===== src/rtl/core/cwbb_pkg.sv =====
// Shared types and constants for the color window bounding box block.
package cwbb_pkg;

  localparam int COLOR_W = 8;
  localparam int COORD_W = 11;
  localparam int DIM_W   = 12;
  localparam int INDEX_W = 3;

  // Largest frame dimension; wider settings saturate here.
  localparam int MAX_DIMENSION = 2048;

  localparam logic [INDEX_W-1:0] REG_TARGET_RED   = 3'd0;
  localparam logic [INDEX_W-1:0] REG_TARGET_GREEN = 3'd1;
  localparam logic [INDEX_W-1:0] REG_TARGET_BLUE  = 3'd2;
  localparam logic [INDEX_W-1:0] REG_TOLERANCE    = 3'd3;
  localparam logic [INDEX_W-1:0] REG_IMAGE_WIDTH  = 3'd4;
  localparam logic [INDEX_W-1:0] REG_IMAGE_HEIGHT = 3'd5;

  localparam logic [COLOR_W-1:0] RESET_TARGET_RED   = 8'd168;
  localparam logic [COLOR_W-1:0] RESET_TARGET_GREEN = 8'd69;
  localparam logic [COLOR_W-1:0] RESET_TARGET_BLUE  = 8'd46;
  localparam logic [COLOR_W-1:0] RESET_TOLERANCE    = 8'd45;
  localparam logic [DIM_W-1:0]   RESET_IMAGE_WIDTH  = 12'd640;
  localparam logic [DIM_W-1:0]   RESET_IMAGE_HEIGHT = 12'd480;

  typedef struct packed {
    logic [COLOR_W-1:0] red;
    logic [COLOR_W-1:0] green;
    logic [COLOR_W-1:0] blue;
  } color_t;

endpackage


===== src/rtl/core/cwbb_ifs.sv =====
// Handshake interfaces for the pixel, box and configuration channels.
interface cwbb_pixel_if;
  logic       valid;
  logic       ready;
  logic [7:0] pixel_red;
  logic [7:0] pixel_green;
  logic [7:0] pixel_blue;

  modport source(output valid, pixel_red, pixel_green, pixel_blue, input ready);
  modport sink(input valid, pixel_red, pixel_green, pixel_blue, output ready);
endinterface

interface cwbb_box_if;
  logic        valid;
  logic        ready;
  logic [10:0] box_left;
  logic [10:0] box_right;
  logic [10:0] box_top;
  logic [10:0] box_bottom;
  logic        found;

  modport source(output valid, box_left, box_right, box_top, box_bottom, found,
                 input ready);
  modport sink(input valid, box_left, box_right, box_top, box_bottom, found,
               output ready);
endinterface

interface cwbb_cfg_if;
  logic        valid;
  logic        ready;
  logic [2:0]  index;
  logic [11:0] data;

  modport source(output valid, index, data, input ready);
  modport sink(input valid, index, data, output ready);
endinterface


===== src/rtl/core/color_window_bounding_box.sv =====
// Top level: color window match and per-frame bounding box over a pixel stream.
//
//   channel | dir | handshake     | payload
//   pixel   | in  | valid/ready   | pixel_red, pixel_green, pixel_blue
//   box     | out | valid/ready   | box_left, box_right, box_top, box_bottom, found
//   cfg     | in  | valid/ready   | index, data (ready always high)
//
// One pixel item per cycle unless a frame end waits on a stalled box sink.
// The input register feeds the compare and box update; the box register
// holds the result while the sink stalls, and pixels that end no frame keep flowing.
// Synchronous reset restores the register defaults and clears counters and box.
module color_window_bounding_box (
  input logic           clk,
  input logic           rst,
  cwbb_pixel_if.sink    pixel,
  cwbb_box_if.source    box,
  cwbb_cfg_if.sink      cfg
);
  import cwbb_pkg::*;

  localparam logic [DIM_W-1:0] MaxDim = DIM_W'(MAX_DIMENSION);
  localparam logic [DIM_W-1:0] OneDim = DIM_W'(1);

  // configuration
  color_t             target;
  logic [COLOR_W-1:0] tolerance;
  logic [DIM_W-1:0]   image_width;
  logic [DIM_W-1:0]   image_height;

  // input register
  logic   s1_valid;
  color_t s1_pixel;

  // frame state
  logic [COORD_W-1:0] column_count;
  logic [COORD_W-1:0] row_count;
  logic [COORD_W-1:0] least_column;
  logic [COORD_W-1:0] greatest_column;
  logic [COORD_W-1:0] least_row;
  logic [COORD_W-1:0] greatest_row;
  logic               any_match;

  // result register
  logic               out_valid;
  logic [COORD_W-1:0] out_left;
  logic [COORD_W-1:0] out_right;
  logic [COORD_W-1:0] out_top;
  logic [COORD_W-1:0] out_bottom;
  logic               out_found;

  logic               match;
  logic [DIM_W-1:0]   width_eff;
  logic [DIM_W-1:0]   height_eff;
  logic [DIM_W-1:0]   column_inc;
  logic [DIM_W-1:0]   row_inc;
  logic               last_col;
  logic               frame_end;
  logic               advance;
  logic [COORD_W-1:0] least_column_next;
  logic [COORD_W-1:0] greatest_column_next;
  logic [COORD_W-1:0] least_row_next;
  logic [COORD_W-1:0] greatest_row_next;
  logic               any_match_next;

  cwbb_match u_match (
    .pixel     (s1_pixel),
    .target    (target),
    .tolerance (tolerance),
    .match     (match)
  );

  always_comb begin
    width_eff  = (image_width == '0) ? OneDim :
                 (image_width > MaxDim) ? MaxDim : image_width;
    height_eff = (image_height == '0) ? OneDim :
                 (image_height > MaxDim) ? MaxDim : image_height;
    column_inc = {1'b0, column_count} + OneDim;
    row_inc    = {1'b0, row_count} + OneDim;
    last_col   = column_inc >= width_eff;
    frame_end  = last_col && (row_inc >= height_eff);
    advance    = s1_valid && (!frame_end || !out_valid || box.ready);

    least_column_next    = least_column;
    greatest_column_next = greatest_column;
    least_row_next       = least_row;
    greatest_row_next    = greatest_row;
    any_match_next       = any_match;
    if (match) begin
      if (column_count < least_column) least_column_next = column_count;
      if (column_count > greatest_column) greatest_column_next = column_count;
      if (row_count < least_row) least_row_next = row_count;
      if (row_count > greatest_row) greatest_row_next = row_count;
      any_match_next = 1'b1;
    end
  end

  assign pixel.ready = !s1_valid || advance;
  assign cfg.ready   = 1'b1;

  always_ff @(posedge clk) begin
    if (rst) begin
      target.red   <= RESET_TARGET_RED;
      target.green <= RESET_TARGET_GREEN;
      target.blue  <= RESET_TARGET_BLUE;
      tolerance    <= RESET_TOLERANCE;
      image_width  <= RESET_IMAGE_WIDTH;
      image_height <= RESET_IMAGE_HEIGHT;
    end else if (cfg.valid) begin
      unique case (cfg.index)
        REG_TARGET_RED:   target.red   <= cfg.data[COLOR_W-1:0];
        REG_TARGET_GREEN: target.green <= cfg.data[COLOR_W-1:0];
        REG_TARGET_BLUE:  target.blue  <= cfg.data[COLOR_W-1:0];
        REG_TOLERANCE:    tolerance    <= cfg.data[COLOR_W-1:0];
        REG_IMAGE_WIDTH:  image_width  <= cfg.data;
        REG_IMAGE_HEIGHT: image_height <= cfg.data;
        default: ;
      endcase
    end
  end

  always_ff @(posedge clk) begin
    if (rst) begin
      s1_valid <= 1'b0;
    end else if (pixel.ready) begin
      s1_valid <= pixel.valid;
    end
  end

  always_ff @(posedge clk) begin
    if (pixel.ready && pixel.valid) begin
      s1_pixel.red   <= pixel.pixel_red;
      s1_pixel.green <= pixel.pixel_green;
      s1_pixel.blue  <= pixel.pixel_blue;
    end
  end

  always_ff @(posedge clk) begin
    if (rst) begin
      column_count    <= '0;
      row_count       <= '0;
      least_column    <= '1;
      greatest_column <= '0;
      least_row       <= '1;
      greatest_row    <= '0;
      any_match       <= 1'b0;
    end else if (advance) begin
      if (frame_end) begin
        column_count    <= '0;
        row_count       <= '0;
        least_column    <= '1;
        greatest_column <= '0;
        least_row       <= '1;
        greatest_row    <= '0;
        any_match       <= 1'b0;
      end else begin
        least_column    <= least_column_next;
        greatest_column <= greatest_column_next;
        least_row       <= least_row_next;
        greatest_row    <= greatest_row_next;
        any_match       <= any_match_next;
        if (last_col) begin
          column_count <= '0;
          row_count    <= row_inc[COORD_W-1:0];
        end else begin
          column_count <= column_inc[COORD_W-1:0];
        end
      end
    end
  end

  always_ff @(posedge clk) begin
    if (rst) begin
      out_valid <= 1'b0;
    end else if (advance && frame_end) begin
      out_valid <= 1'b1;
    end else if (box.ready) begin
      out_valid <= 1'b0;
    end
  end

  always_ff @(posedge clk) begin
    if (advance && frame_end) begin
      out_found  <= any_match_next;
      out_left   <= any_match_next ? least_column_next : '0;
      out_right  <= any_match_next ? greatest_column_next : '0;
      out_top    <= any_match_next ? least_row_next : '0;
      out_bottom <= any_match_next ? greatest_row_next : '0;
    end
  end

  assign box.valid      = out_valid;
  assign box.box_left   = out_left;
  assign box.box_right  = out_right;
  assign box.box_top    = out_top;
  assign box.box_bottom = out_bottom;
  assign box.found      = out_found;

endmodule


===== src/rtl/core/cwbb_match.sv =====
// Per-channel color window compare against the target color.
module cwbb_match (
  input  cwbb_pkg::color_t                 pixel,
  input  cwbb_pkg::color_t                 target,
  input  logic [cwbb_pkg::COLOR_W-1:0]     tolerance,
  output logic                             match
);
  import cwbb_pkg::*;

  logic [COLOR_W-1:0] diff_red;
  logic [COLOR_W-1:0] diff_green;
  logic [COLOR_W-1:0] diff_blue;

  always_comb begin
    diff_red   = (pixel.red >= target.red) ? pixel.red - target.red
                                           : target.red - pixel.red;
    diff_green = (pixel.green >= target.green) ? pixel.green - target.green
                                               : target.green - pixel.green;
    diff_blue  = (pixel.blue >= target.blue) ? pixel.blue - target.blue
                                             : target.blue - pixel.blue;
    match = (diff_red <= tolerance) && (diff_green <= tolerance) &&
            (diff_blue <= tolerance);
  end

endmodule


===== src/flat_wrapper.sv =====
// flat-port wrapper written by rule: the top's interface ports become plain ports
module color_window_bounding_box_flat import cwbb_pkg::*;
  (clk, rst, pixel_valid, pixel_pixel_red, pixel_pixel_green, pixel_pixel_blue, pixel_ready, box_valid, box_box_left, box_box_right, box_box_top, box_box_bottom, box_found, box_ready, cfg_valid, cfg_index, cfg_data, cfg_ready);
  cwbb_pixel_if pixel_i ();
  cwbb_box_if box_i ();
  cwbb_cfg_if cfg_i ();
  input logic clk;
  input logic rst;
  input wire logic [$bits(pixel_i.valid)-1:0] pixel_valid;
  input wire logic [$bits(pixel_i.pixel_red)-1:0] pixel_pixel_red;
  input wire logic [$bits(pixel_i.pixel_green)-1:0] pixel_pixel_green;
  input wire logic [$bits(pixel_i.pixel_blue)-1:0] pixel_pixel_blue;
  output wire logic [$bits(pixel_i.ready)-1:0] pixel_ready;
  output wire logic [$bits(box_i.valid)-1:0] box_valid;
  output wire logic [$bits(box_i.box_left)-1:0] box_box_left;
  output wire logic [$bits(box_i.box_right)-1:0] box_box_right;
  output wire logic [$bits(box_i.box_top)-1:0] box_box_top;
  output wire logic [$bits(box_i.box_bottom)-1:0] box_box_bottom;
  output wire logic [$bits(box_i.found)-1:0] box_found;
  input wire logic [$bits(box_i.ready)-1:0] box_ready;
  input wire logic [$bits(cfg_i.valid)-1:0] cfg_valid;
  input wire logic [$bits(cfg_i.index)-1:0] cfg_index;
  input wire logic [$bits(cfg_i.data)-1:0] cfg_data;
  output wire logic [$bits(cfg_i.ready)-1:0] cfg_ready;
  assign pixel_i.valid = pixel_valid;
  assign pixel_i.pixel_red = pixel_pixel_red;
  assign pixel_i.pixel_green = pixel_pixel_green;
  assign pixel_i.pixel_blue = pixel_pixel_blue;
  assign pixel_ready = pixel_i.ready;
  assign box_valid = box_i.valid;
  assign box_box_left = box_i.box_left;
  assign box_box_right = box_i.box_right;
  assign box_box_top = box_i.box_top;
  assign box_box_bottom = box_i.box_bottom;
  assign box_found = box_i.found;
  assign box_i.ready = box_ready;
  assign cfg_i.valid = cfg_valid;
  assign cfg_i.index = cfg_index;
  assign cfg_i.data = cfg_data;
  assign cfg_ready = cfg_i.ready;
  color_window_bounding_box u_core (.clk(clk), .rst(rst), .pixel(pixel_i), .box(box_i), .cfg(cfg_i));
endmodule

===== config.mk =====
export PLATFORM = sky130hd
export DESIGN_NAME = color_window_bounding_box_flat
export DESIGN_NICKNAME = d
export VERILOG_FILES = /design/src/rtl/core/cwbb_pkg.sv /design/src/rtl/core/cwbb_ifs.sv /design/src/rtl/core/color_window_bounding_box.sv /design/src/rtl/core/cwbb_match.sv /design/src/flat_wrapper.sv
export SDC_FILE = /design/constraint.sdc
export NUM_CORES = 1
export LEC_CHECK = 0
export BUFFER_PORTS_ARGS = -buffer_cell sky130_fd_sc_hd__clkbuf_2
export CAP_MARGIN = 40
export CORE_MARGIN = 8
export CORE_UTILIZATION = 60
export DETAILED_ROUTE_END_ITERATION = 10
export PLACE_DENSITY = 0.77
export SLEW_MARGIN = 20
export SYNTH_ARGS = -nofsm -noshare
export SYNTH_HDL_FRONTEND = slang
export SYNTH_HIERARCHICAL = 1
export SYNTH_SLANG_ARGS = --single-unit

===== constraint.sdc =====
create_clock -name clk -period 6.95 [get_ports clk]
set_clock_uncertainty 0.1 [all_clocks]
set_input_delay 0.3475 -clock clk [delete_from_list [all_inputs] [get_ports clk]]
set_output_delay 0.3475 -clock clk [all_outputs]
set_load 0.02 [all_outputs]

# After elaboration in Yosys (flattened, before gate mapping)
# Cells that the tools add are included.
classes:
  addsub: 8
  multipliers: 0
  div_mod_pow: 0
  n_lt_le_gt_ge: 14
  eq_ne: 5
  n_shift: 0
  mux: 27
  bitwise_logic: 0
  n_reduce_logical: 24
op_table:
  columns: ["op", "count"]
  rows:
  - ["$mux W11", 16]
  - ["$mux W12", 4]
  - ["$sub A8 B8 Y8", 6]
  - ["$add A11 B1 Y12 const B", 2]
  - ["$ge A12 B12 Y1", 2]
  - ["$ge A8 B8 Y1", 3]
  - ["$gt A12 B12 Y1 const B", 2]
  - ["$le A8 B8 Y1", 3]
  - ["$logic_not A12 Y1", 2]
  - ["$mux W8", 3]
  - ["$gt A11 B11 Y1", 2]
  - ["$lt A11 B11 Y1", 2]
  - ["$reduce_and A2 Y1", 7]
  - ["$eq A3 B2 Y1 const B", 2]
  - ["$eq A3 B3 Y1 const B", 2]
  - ["$logic_and A1 B1 Y1", 6]
  - ["$mux W1", 4]
  - ["$reduce_bool A2 Y1", 2]
  - ["$eq A3 B1 Y1 const B", 1]
  - ["$logic_not A1 Y1", 3]
  - ["$logic_not A3 Y1", 1]
  - ["$logic_or A1 B1 Y1", 3]
totals:
  register_bits: 194
  latch_bits: 0
  ram_bits: 0
  romBits: 0
  out_inout_bits: 48
  word_cells: 101
  memories: 0

# Longest topological paths before layout
# Gate-level depths: netlist of the first run.
depth:
  ltp_word: 11
  ltp_mapped: 24
  depth_no_buf: 21

# Hierarchy
# The synthesis of the first run kept the hierarchy.
modules_own_cells:
  columns: ["module", "n_inst", "cells_per_inst", "area_each_um2", "seq_area_each_um2"]
  rows:
  - ["color_window_bounding_box", 1, 1095, 10079.7, 4574.4]
  - ["cwbb_match", 1, 318, 2466.1, 0.0]

# Worst setup path before layout of the first run
# No wires, ideal clock.
synth_timing:
  path_type: "reg-to-reg"
  start: "register u_core.column_count[1]"
  end: "register u_core.out_bottom[0], in the netlist u_core/box.box_bottom[0], enable pin"
  setup_time_ps: 448
  arrival_time_ps: 4617
  required_ps: 6402
  slack_ps: 1786
  stages_incl_launch_ff: 14
  n_path_buf: 1
  cell_sequence: "dfxtp_1 -> ha_1 -> nand3_1 -> nor2_1 -> and3_1 -> and3_1 -> xor2_1 -> ha_1 -> o21ai_0 -> o21bai_1 -> nor2_1 -> a211o_1 -> clkbuf_1 -> nor2_1"
synth_between:
  elab_chain_cells: 8
synth_rtl:
  columns: ["item", "line_no", "source"]
  rows:
  - ["start, declared", "color_window_bounding_box.sv:35", "logic [COORD_W-1:0] column_count;"]
  - ["start signal, assigned", "color_window_bounding_box.sv:165", "column_count <= column_inc[COORD_W-1:0];"]
  - ["$add A11 B1 Y12 *", "color_window_bounding_box.sv:77", "column_inc = {1'b0, column_count} + OneDim;"]
  - ["$ge A12 B12 Y1 *", "color_window_bounding_box.sv:79", "last_col = column_inc >= width_eff;"]
  - ["$logic_and A1 B1 Y1 *", "color_window_bounding_box.sv:80", "frame_end = last_col && (row_inc >= height_eff);"]
  - ["$logic_not A1 Y1", "color_window_bounding_box.sv:81", "advance = s1_valid && (!frame_end || !out_valid || box.ready);"]
  - ["$logic_or A1 B1 Y1 (2 in series)", "color_window_bounding_box.sv:81", null]
  - ["$logic_and A1 B1 Y1", "color_window_bounding_box.sv:81", null]
  - ["$logic_and A1 B1 Y1 *", "color_window_bounding_box.sv:182", "if (advance && frame_end) begin"]
  - ["end signal, assigned", "color_window_bounding_box.sv:187", "out_bottom <= any_match_next ? greatest_row_next : '0;"]
  - ["end, declared", "color_window_bounding_box.sv:48", "logic [COORD_W-1:0] out_bottom;"]
# Every way passes the cells marked *; elsewhere a longest branch is shown, timed or not.
# A chain may end at the register's enable or synchronous reset.

# Worst setup path after layout of the first run
layout_timing:
  start: "register u_core/s1_pixel[16] (netlist name)"
  end: "register u_core.greatest_row[6]"
layout_between:
  elab_chain_cells: 7
  word_cells_on_any_way: 9
  classes_between: "add/sub (2); order compare (2); mux (3); reduce/logical (2)"
layout_rtl:
  columns: ["item", "line_no", "source"]
  rows:
  - ["start, declared", "color_window_bounding_box.sv:32", "color_t s1_pixel;"]
  - ["$sub A8 B8 Y8, or another cell as far along", "cwbb_match.sv:16", ": target.red - pixel.red;"]
  - ["$mux W8 *", "cwbb_match.sv:15", "diff_red = (pixel.red >= target.red) ? pixel.red - target.red"]
  - ["$le A8 B8 Y1 *", "cwbb_match.sv:21", "match = (diff_red <= tolerance) && (diff_green <= tolerance) &&"]
  - ["$logic_and A1 B1 Y1 * (2 in series)", "cwbb_match.sv:21", null]
  - ["via u_core.match", "color_window_bounding_box.sv:51", "logic match;"]
  - ["$mux W11 *", "color_window_bounding_box.sv:88", "if (match) begin"]
  - ["$mux W11 *", "color_window_bounding_box.sv:147", "if (frame_end) begin"]
  - ["end signal, assigned", "color_window_bounding_box.sv:159", "greatest_row <= greatest_row_next;"]
  - ["end, declared", "color_window_bounding_box.sv:40", "logic [COORD_W-1:0] greatest_row;"]
# The timed path passes the listed nets; every way through them passes the cells marked *.

==> results of run 1 <==
-- per-stage QoR --
step                      hold slack [ns]  std cells  util (%)  setup WS [ns]  total power [mW]
after floorplan                     0.336       1413         -           1.79              1.55
after global placement              0.341       1714      63.3           1.39              1.64
after detailed placement            0.348       1718      63.6           1.32              1.66
after CTS                          0.0291       1774      67.4           1.25              2.60
after global routing               0.0459       1776      67.6          0.779              2.70
final                              0.0390       1776      67.6           1.20              2.60
-- sequential cells by signal, summed over array words and instances, names as in the netlist --
name	cells
u_core/any_match	1
u_core/box.box_bottom	11
u_core/box.box_left	11
u_core/box.box_right	11
u_core/box.box_top	11
u_core/box.found	1
u_core/box.valid	1
u_core/column_count	11
u_core/greatest_column	11
u_core/greatest_row	11
u_core/image_height	12
u_core/image_width	12
u_core/least_column	11
u_core/least_row	11
u_core/row_count	11
u_core/s1_pixel	24
u_core/s1_valid	1
u_core/target	24
u_core/tolerance	8
-- layout by cell type (no fill, tap or decap), types with 32 or more instances in the layout --
cell / count
sky130_fd_sc_hd__clkbuf_2: 89
sky130_fd_sc_hd__nand2_1: 185
sky130_fd_sc_hd__nand3_1: 35
sky130_fd_sc_hd__edfxtp_1: 69
sky130_fd_sc_hd__inv_1: 113
sky130_fd_sc_hd__mux2i_1: 100
sky130_fd_sc_hd__nor2_1: 93
sky130_fd_sc_hd__dfxtp_1: 125
sky130_fd_sc_hd__a211oi_1: 32
sky130_fd_sc_hd__a21oi_1: 108
sky130_fd_sc_hd__ha_1: 137
sky130_fd_sc_hd__o21ai_0: 61
-- tightest hold or removal path, cell delays in order --
cell	delay, ns
sky130_fd_sc_hd__clkbuf_2	0.09
sky130_fd_sc_hd__inv_1	0.04
sky130_fd_sc_hd__a21oi_1	0.05
-- power by group through the flow --
stage               Sequential (mW)  Clock (mW)  Combinational, mW
floorplan                      1.24           0              0.313
global placement               1.25           0              0.393
detailed placement             1.25           0              0.406
CTS                            1.23       0.957              0.421
global route                   1.23        1.00              0.471
finish                         1.23       0.944              0.426
-- layout make-up --
cell class / instances / area [um^2]
sequential: 194 / 4570
timing repair buffer: 139 / 926
fill: 1664 / 6720
inverter: 115 / 432
clock buffer: 17 / 425
clock inverter: 15 / 134
tap: 275 / 344
multi-input combinational: 1021 / 7200
-- path summary, 6_finish.rpt --
check                      start                endpoint  cells after the start
max          u_core/s1_pixel[16]  u_core/greatest_row[6]                     21
min                  pixel_valid         u_core/s1_valid                      3
max reg2reg  u_core/s1_pixel[16]  u_core/greatest_row[6]                     21
min reg2reg  u_core/tolerance[7]     u_core/tolerance[7]                      2
-- routing by layer --
layer / up-vias / wire length (um) / global-route usage, %
met3: 44 / 1560 / 3.74
met5: - / 0 / 0
met2: 312 / 14600 / 39.9
met4: 0 / 561 / 7.90
li1: 5142 / - / -
met1: 4923 / 12800 / 27.4
-- kinds of logic (layout without fill, tap and decap cells) --
kind of cell / Yosys count / after routing / share of synthesized area, %
AOI/OAI and AO/OA: 317 / 317 / 16.5
other: 1 / 1 / 0.0299
adders and majority gates: 143 / 143 / 14.6
DFF: 194 / 194 / 36.5
muxes: 104 / 104 / 8.34
buffers and inverters: 198 / 286 / 6.37
and+or+nand+nor: 425 / 425 / 15.5
xor gates and xnor gates: 31 / 31 / 2.16
==> metrics.md, run 1 <==
| Metric | Value |
|---|---|
| Starting utilization of the core area | 60.4% |
| Post-Synthesis Cell Area | roughly 13000 um^2 |
| Net load switching power | 738 uW |
| Clock slew at the register clock pins of the worst setup and hold paths | 0.07 ns |
| CP Cell Sequence | inv_1 > ha_1 > inv_1 > fa_1 > nand3_1 > and2_2 > a21oi_2 > a211oi_4 > mux2i_1 > xor2_1 > ha_1 > a21o_1 > a21o_1 > a21oi_1 > o21ai_0 > a211oi_1 > buf_4 > o31ai_1 > nor2_1 > o211a_1 > mux2i_1 |
| Cell area power density | about 190 nW/um^2 |
| Setup Viol. Count Final | 0 |
| Family with the most delay on the worst path | compound AO/OA/AOI/OAI gates |
| Instance area at placement | between 10000 and 15000 um^2 |
| Unrepaired setup endpoints after global routing | false |
| Highest clock rate | 174 MHz |
| Clock Path Buffers | 2 |
| Fin crit period | 5.75 ns |
| Ant. Diodes | 0 |
| Worst path max stage delay | 0.63 ns |
| Part of the total power dissipated in the clock network | 36.3% |
| Final Hold Violating Endpoints | 0 |
| TritonCTS clock tree | done |
| Register area share after synthesis | a little over a third |
| Critical Path End Type | register |
| Fraction of final layout cells with drive strength greater than 1 | around 12% |
| Number of nets with antenna violations after detailed routing | 0 |
| Crit Path Max Fanout | 12 |
| Die Y-Extent | 161 um |
| Clock buffers created by TritonCTS | 17 |
| Global route total overflow | 0 |
| Hold crit path type | in -> reg |
| Reg power frac | 47.3% |
| Crit path buffers/inverters | 3 |
| Clock sink count | roughly 190 |
| Core ar. | approximately 21000 um^2 |
| Cell at the slowest stage of the critical path | sky130_fd_sc_hd__nor2_1 |
| Via density per instance | about 5.9 |
| Setup Buffers After CTS | 0 |
| Number of I/O port buffers | 90 |
| Number of gates resized after CTS | 0 |
| Iteration count of the initial detailed-routing pass | 5 |
| Maximum number of pins on one net before global-route repair | 81 |
| Fraction of the cycle the final worst path needs | between 80 and 90% |
| Internal power consumption | 1.86 mW |
| Synth area leaders | sky130_fd_sc_hd__dfxtp_1 (20%), sky130_fd_sc_hd__edfxtp_1 (17%), sky130_fd_sc_hd__ha_1 (14%) |
| Worst endpoint required time | 7.21 ns |
| Number of slew-limit violations in the final report | 0 |
| Kind of launch point of the worst setup path | register |
| Via count of the first global-routing pass | 10179 |
| Top cell type by total area after synthesis | sky130_fd_sc_hd__dfxtp_1 |
| Crit Path Class | reg -> reg |
| Combinational group share of total power | 16.4% |
| Number of standard-cell rows in the floorplan | 53 |
| Largest voltage drop on the vdd net | 0.189 mV |
| Violation count after the first detailed-routing iteration | 642 |
| Actual slew at the worst max-slew pin | 0.852 ns |
| Full die area | between 20000 and 30000 um^2 |
| Fin area | roughly 14000 um^2 |
| Area share of the largest cell type after synthesis | 19.9% |
| Max cap viols | 0 |
| Number of storage elements in the synthesis netlist | 194 |
| Cell at the root of the clock tree | sky130_fd_sc_hd__clkbuf_16 |
| Chip Width | 161 um |
| Antenna violations before repair | 0 |
| Number of ports placed on the die boundary | 92 |
| Register-to-Register Setup Slack | around 1.2 ns |
| CP arrival | roughly 6 ns |
| Post-detailed-route wirelength per cell | between 15 and 20 um |
| Count of distinct cell types in the synthesized netlist | 74 |
| Total Wirelength | 29.6 mm |
| GPL Wtd Cong | 0.889 |
| Drt drc | 0 |
| Dominant cell by count in the synthesized netlist | sky130_fd_sc_hd__nand2_1 |
| Number of nets produced by synthesis | 1600 |
| Hold-fix buffer count after cts | 24 |
| Cell count after synthesis | 1413 |
| Leakage power of the design | 6.22 nW |
| Number of synthesis warnings | 6 |
| Tot GR Track Use | 22.6% |
| Global-route wire length before repair | just under 50 mm |
| Main synth FF type | sky130_fd_sc_hd__dfxtp_1 |
| Fraction of synthesis flops using an asynchronous set or reset pin | 0% |
| Number of synthesized flops with an enable pin | 69 |
| H-Tree Depth | 4 |
| Area growth from synthesis to layout | 11.8% |
| Layout net count | 1675 |
| Setup tns final | 0 ns |
| Headroom to the max-slew limit | 42.7% |
| Outcome | finished, final reports clean |
| Post-synthesis area per instance | 8.88 um^2 |
| Via count of the routed design | 10421 |
| Detailed-placement wirelength estimate | 21.1 mm |
| Clock latency on the worst-skew pair | 0.43 ns |
| Top cell types by occurrence after synthesis | sky130_fd_sc_hd__nand2_1 (185), sky130_fd_sc_hd__ha_1 (137), sky130_fd_sc_hd__dfxtp_1 (125), sky130_fd_sc_hd__inv_1 (113), sky130_fd_sc_hd__a21oi_1 (108) |
| Switching part of the total power | 28.4% |
No activity file was read; power rests on OpenSTA's default activity.
==> run 2: changes to the inputs <==
==> constraint.sdc (replaced) <==
create_clock -name clk -period 5.6 [get_ports clk]
set_clock_uncertainty 0.1 [all_clocks]
set_input_delay 0.28 -clock clk [delete_from_list [all_inputs] [get_ports clk]]
set_output_delay 0.28 -clock clk [all_outputs]
set_load 0.02 [all_outputs]
==> run 2 against run 1 <==
Register-to-register slack lost 0.79 ns. Core utilization is essentially flat. Via count grew 0.93%. Final area is essentially flat. Sequential share of layout area is essentially flat. Non-clock buffer count grew 7. Sequential power grew 24%. First-iteration DRC count grew 1.7%. Sequential cell count is the same. Largest cell class unchanged. Largest power group unchanged.
==> metrics.md, run 2 (synthesized netlist as in run 1, its figures left out) <==
| Metric | Value |
|---|---|
| Worst path max stage delay | 0.46 ns |
| Hold crit path type | in -> reg |
| Filler cell count in the final layout | 1679 |
| Setup slack after layout | just over 0.4 ns |
| Headroom to the max-slew limit | 49.8% |
| Full die area | 25800 um^2 |
| Chip Width | 161 um |
| Critical Path End Type | register |
| Via count of the first global-routing pass | around 10000 |
| Most common cell after layout, fill and taps aside | sky130_fd_sc_hd__nand2_1 |
| Layout net count | 1682 |
| Die Y-Extent | roughly 160 um |
| Global-route wire length before repair | 49.1 mm |
| Placement Setup Slack | 0.545 ns |
| Area of the multi-input gates | approximately 7000 um^2 |
| Crit path buffers/inverters | 5 |
| Combined flip-flop and latch cell area | approximately 4600 um^2 |
| Hold Slack | 0.0151 ns |
| Core ar. | 20800 um^2 |
| Violation count after the first detailed-routing iteration | 653 |
| Worst endpoint required time | 5.86 ns |
| Number of nets with antenna violations after detailed routing | 0 |
| Clock sink count | 194 |
| Global route total overflow | 0 |
| Drt drc | 0 |
| CP arrival | 5.45 ns |
| Actual slew at the worst max-slew pin | 0.753 ns |
| Clock latency on the worst-skew pair | 0.44 ns |
| CP Cell Sequence | inv_1 > ha_1 > inv_1 > fa_1 > nand3_1 > and2_2 > a21oi_2 > a211oi_4 > mux2i_1 > xor2_1 > ha_1 > a21o_1 > a21o_1 > a21oi_1 > o21ai_0 > a211oi_1 > buf_4 > o31ai_1 > clkbuf_2 > nor2_1 > buf_4 > o211a_1 > mux2i_1 |
| TritonCTS clock tree | done |
| Outcome | finished, final reports clean |
| Number of slew-limit violations in the final report | 0 |
| Detailed-placement wirelength estimate | 21.4 mm |
| GPL Wtd Cong | 0.868 |
| Iteration count of the initial detailed-routing pass | 6 |
| Antenna violations before repair | 0 |
| Cell at the slowest stage of the critical path | sky130_fd_sc_hd__a211oi_4 |
| Most frequent cells in the layout | sky130_fd_sc_hd__nand2_1 (185), sky130_fd_sc_hd__ha_1 (137), sky130_fd_sc_hd__dfxtp_1 (125), sky130_fd_sc_hd__inv_1 (113), sky130_fd_sc_hd__a21oi_1 (108) |
| Clock Path Buffers | 2 |
| Biggest registers after layout | u_core/s1_pixel: 24 flops, u_core/target: 24 flops |
| Number of standard-cell rows in the floorplan | 53 |
| Highest clock rate | 193 MHz |
| Clock buffers created by TritonCTS | 17 |
| Number of I/O port buffers | 90 |
| Largest voltage drop on the vdd net | roughly 0.22 mV |
| Ant. Diodes | 0 |
| Family with the most delay on the worst path | compound AO/OA/AOI/OAI gates |
| Cell area power density | 229 nW/um^2 |
| Post-detailed-route wirelength per cell | 16.8 um |
| Total Wirelength | 29.9 mm |
| Number of gates resized after CTS | 0 |
| Setup tns final | 0 ns |
| Starting utilization of the core area | 60.4% |
| Fraction of the cycle the final worst path needs | 92.7% |
| Unrepaired setup endpoints after global routing | false |
| Leakage power of the design | 6.23 nW |
| Via density per instance | between 5 and 6 |
| Number of ports placed on the die boundary | 92 |
| Clock slew at the register clock pins of the worst setup and hold paths | 0.07 ns |
| Cell at the root of the clock tree | sky130_fd_sc_hd__clkbuf_16 |
| Setup Viol. Count Final | 0 |
| Via count of the routed design | approximately 11000 |
| Max cap viols | 0 |
| Crit Path Max Fanout | 11 |
| H-Tree Depth | 4 |
| Crit Path Class | reg -> reg |
| Register-to-Register Setup Slack | 0.41 ns |
| Post-layout total power | approximately 3.2 mW |
| Tot GR Track Use | 22.9% |
| Fraction of final layout cells with drive strength greater than 1 | 12.4% |
| Fin crit period | 5.19 ns |
| Final Hold Violating Endpoints | 0 |
| Kind of launch point of the worst setup path | register |
| Area growth from synthesis to layout | 11.8% |
| Maximum number of pins on one net before global-route repair | 63 |
run 2: cell count changes in the layout (fill, tap and decap cells not counted), sizes merged:
cell,delta
buf,+5
clkbuf,+2
clkinv,+1
dlygate4sd3,+1
inv,-2
run 2: per-stage QoR:
step,area (um^2),utilization (%),instances
floorplan,12500,-,1413
global placement,13200,63.5,1720
detailed placement,13200,63.6,1722
CTS,14000,67.5,1779
global route,14000,67.6,1783
finish,14000,67.6,1783
run 2: worst register-to-register path, stage by stage, from the launching register on:
cell	delay [ns]
sky130_fd_sc_hd__edfxtp_1	0.41
sky130_fd_sc_hd__inv_1	0.08
sky130_fd_sc_hd__ha_1	0.13
sky130_fd_sc_hd__inv_1	0.07
sky130_fd_sc_hd__fa_1	0.39
sky130_fd_sc_hd__nand3_1	0.11
sky130_fd_sc_hd__and2_2	0.17
sky130_fd_sc_hd__a21oi_2	0.07
sky130_fd_sc_hd__a211oi_4	0.46
sky130_fd_sc_hd__mux2i_1	0.28
sky130_fd_sc_hd__xor2_1	0.19
sky130_fd_sc_hd__ha_1	0.27
sky130_fd_sc_hd__a21o_1	0.19
sky130_fd_sc_hd__a21o_1	0.18
sky130_fd_sc_hd__a21oi_1	0.12
sky130_fd_sc_hd__o21ai_0	0.15
sky130_fd_sc_hd__a211oi_1	0.26
sky130_fd_sc_hd__buf_4	0.22
sky130_fd_sc_hd__o31ai_1	0.16
sky130_fd_sc_hd__clkbuf_2	0.18
sky130_fd_sc_hd__nor2_1	0.14
sky130_fd_sc_hd__buf_4	0.19
sky130_fd_sc_hd__o211a_1	0.36
sky130_fd_sc_hd__mux2i_1	0.24
run 2: layout make-up:
| cell class | instances | area share [%] |
|---|---|---|
| clock buffers | 18 | 3.06 |
| clock inverters | 14 | 0.838 |
| inverters | 115 | 3.08 |
| multi-input cells | 1021 | 51.3 |
| flip-flops and latches | 194 | 32.6 |
| well taps | 275 | 2.45 |
| repair buffers | 146 | 6.64 |
run 2: worst paths after layout:
check                       from                      end  cells after the start
min reg2reg  u_core/tolerance[4]      u_core/tolerance[4]                      2
max reg2reg  u_core/s1_pixel[16]   u_core/greatest_row[0]                     23
min                 cfg_data[11]  u_core/image_height[11]                      3
max          u_core/s1_pixel[16]   u_core/greatest_row[0]                     23
run 2: report_power, final:
group	internal, mW	switching (mW)
sequential	1.49	0.0324
clock	0.583	0.568
combinational	0.227	0.308
total	2.30	0.908
run 2: timing repair:
| item | 4_1_cts | 5_1_grt |
|---|---|---|
| hold endpoints to repair | 25 | 0 |
| buffers inserted | 0 | 0 |
| hold buffers | 25 | 0 |
run 2: layer usage:
metal,part of all wire [%],track usage (%),up-vias
met2,49,40.5,336
li1,-,-,5149
met4,2.0,7.26,0
met5,0,0,-
met1,43,27.8,4980
met3,5.5,4.04,53
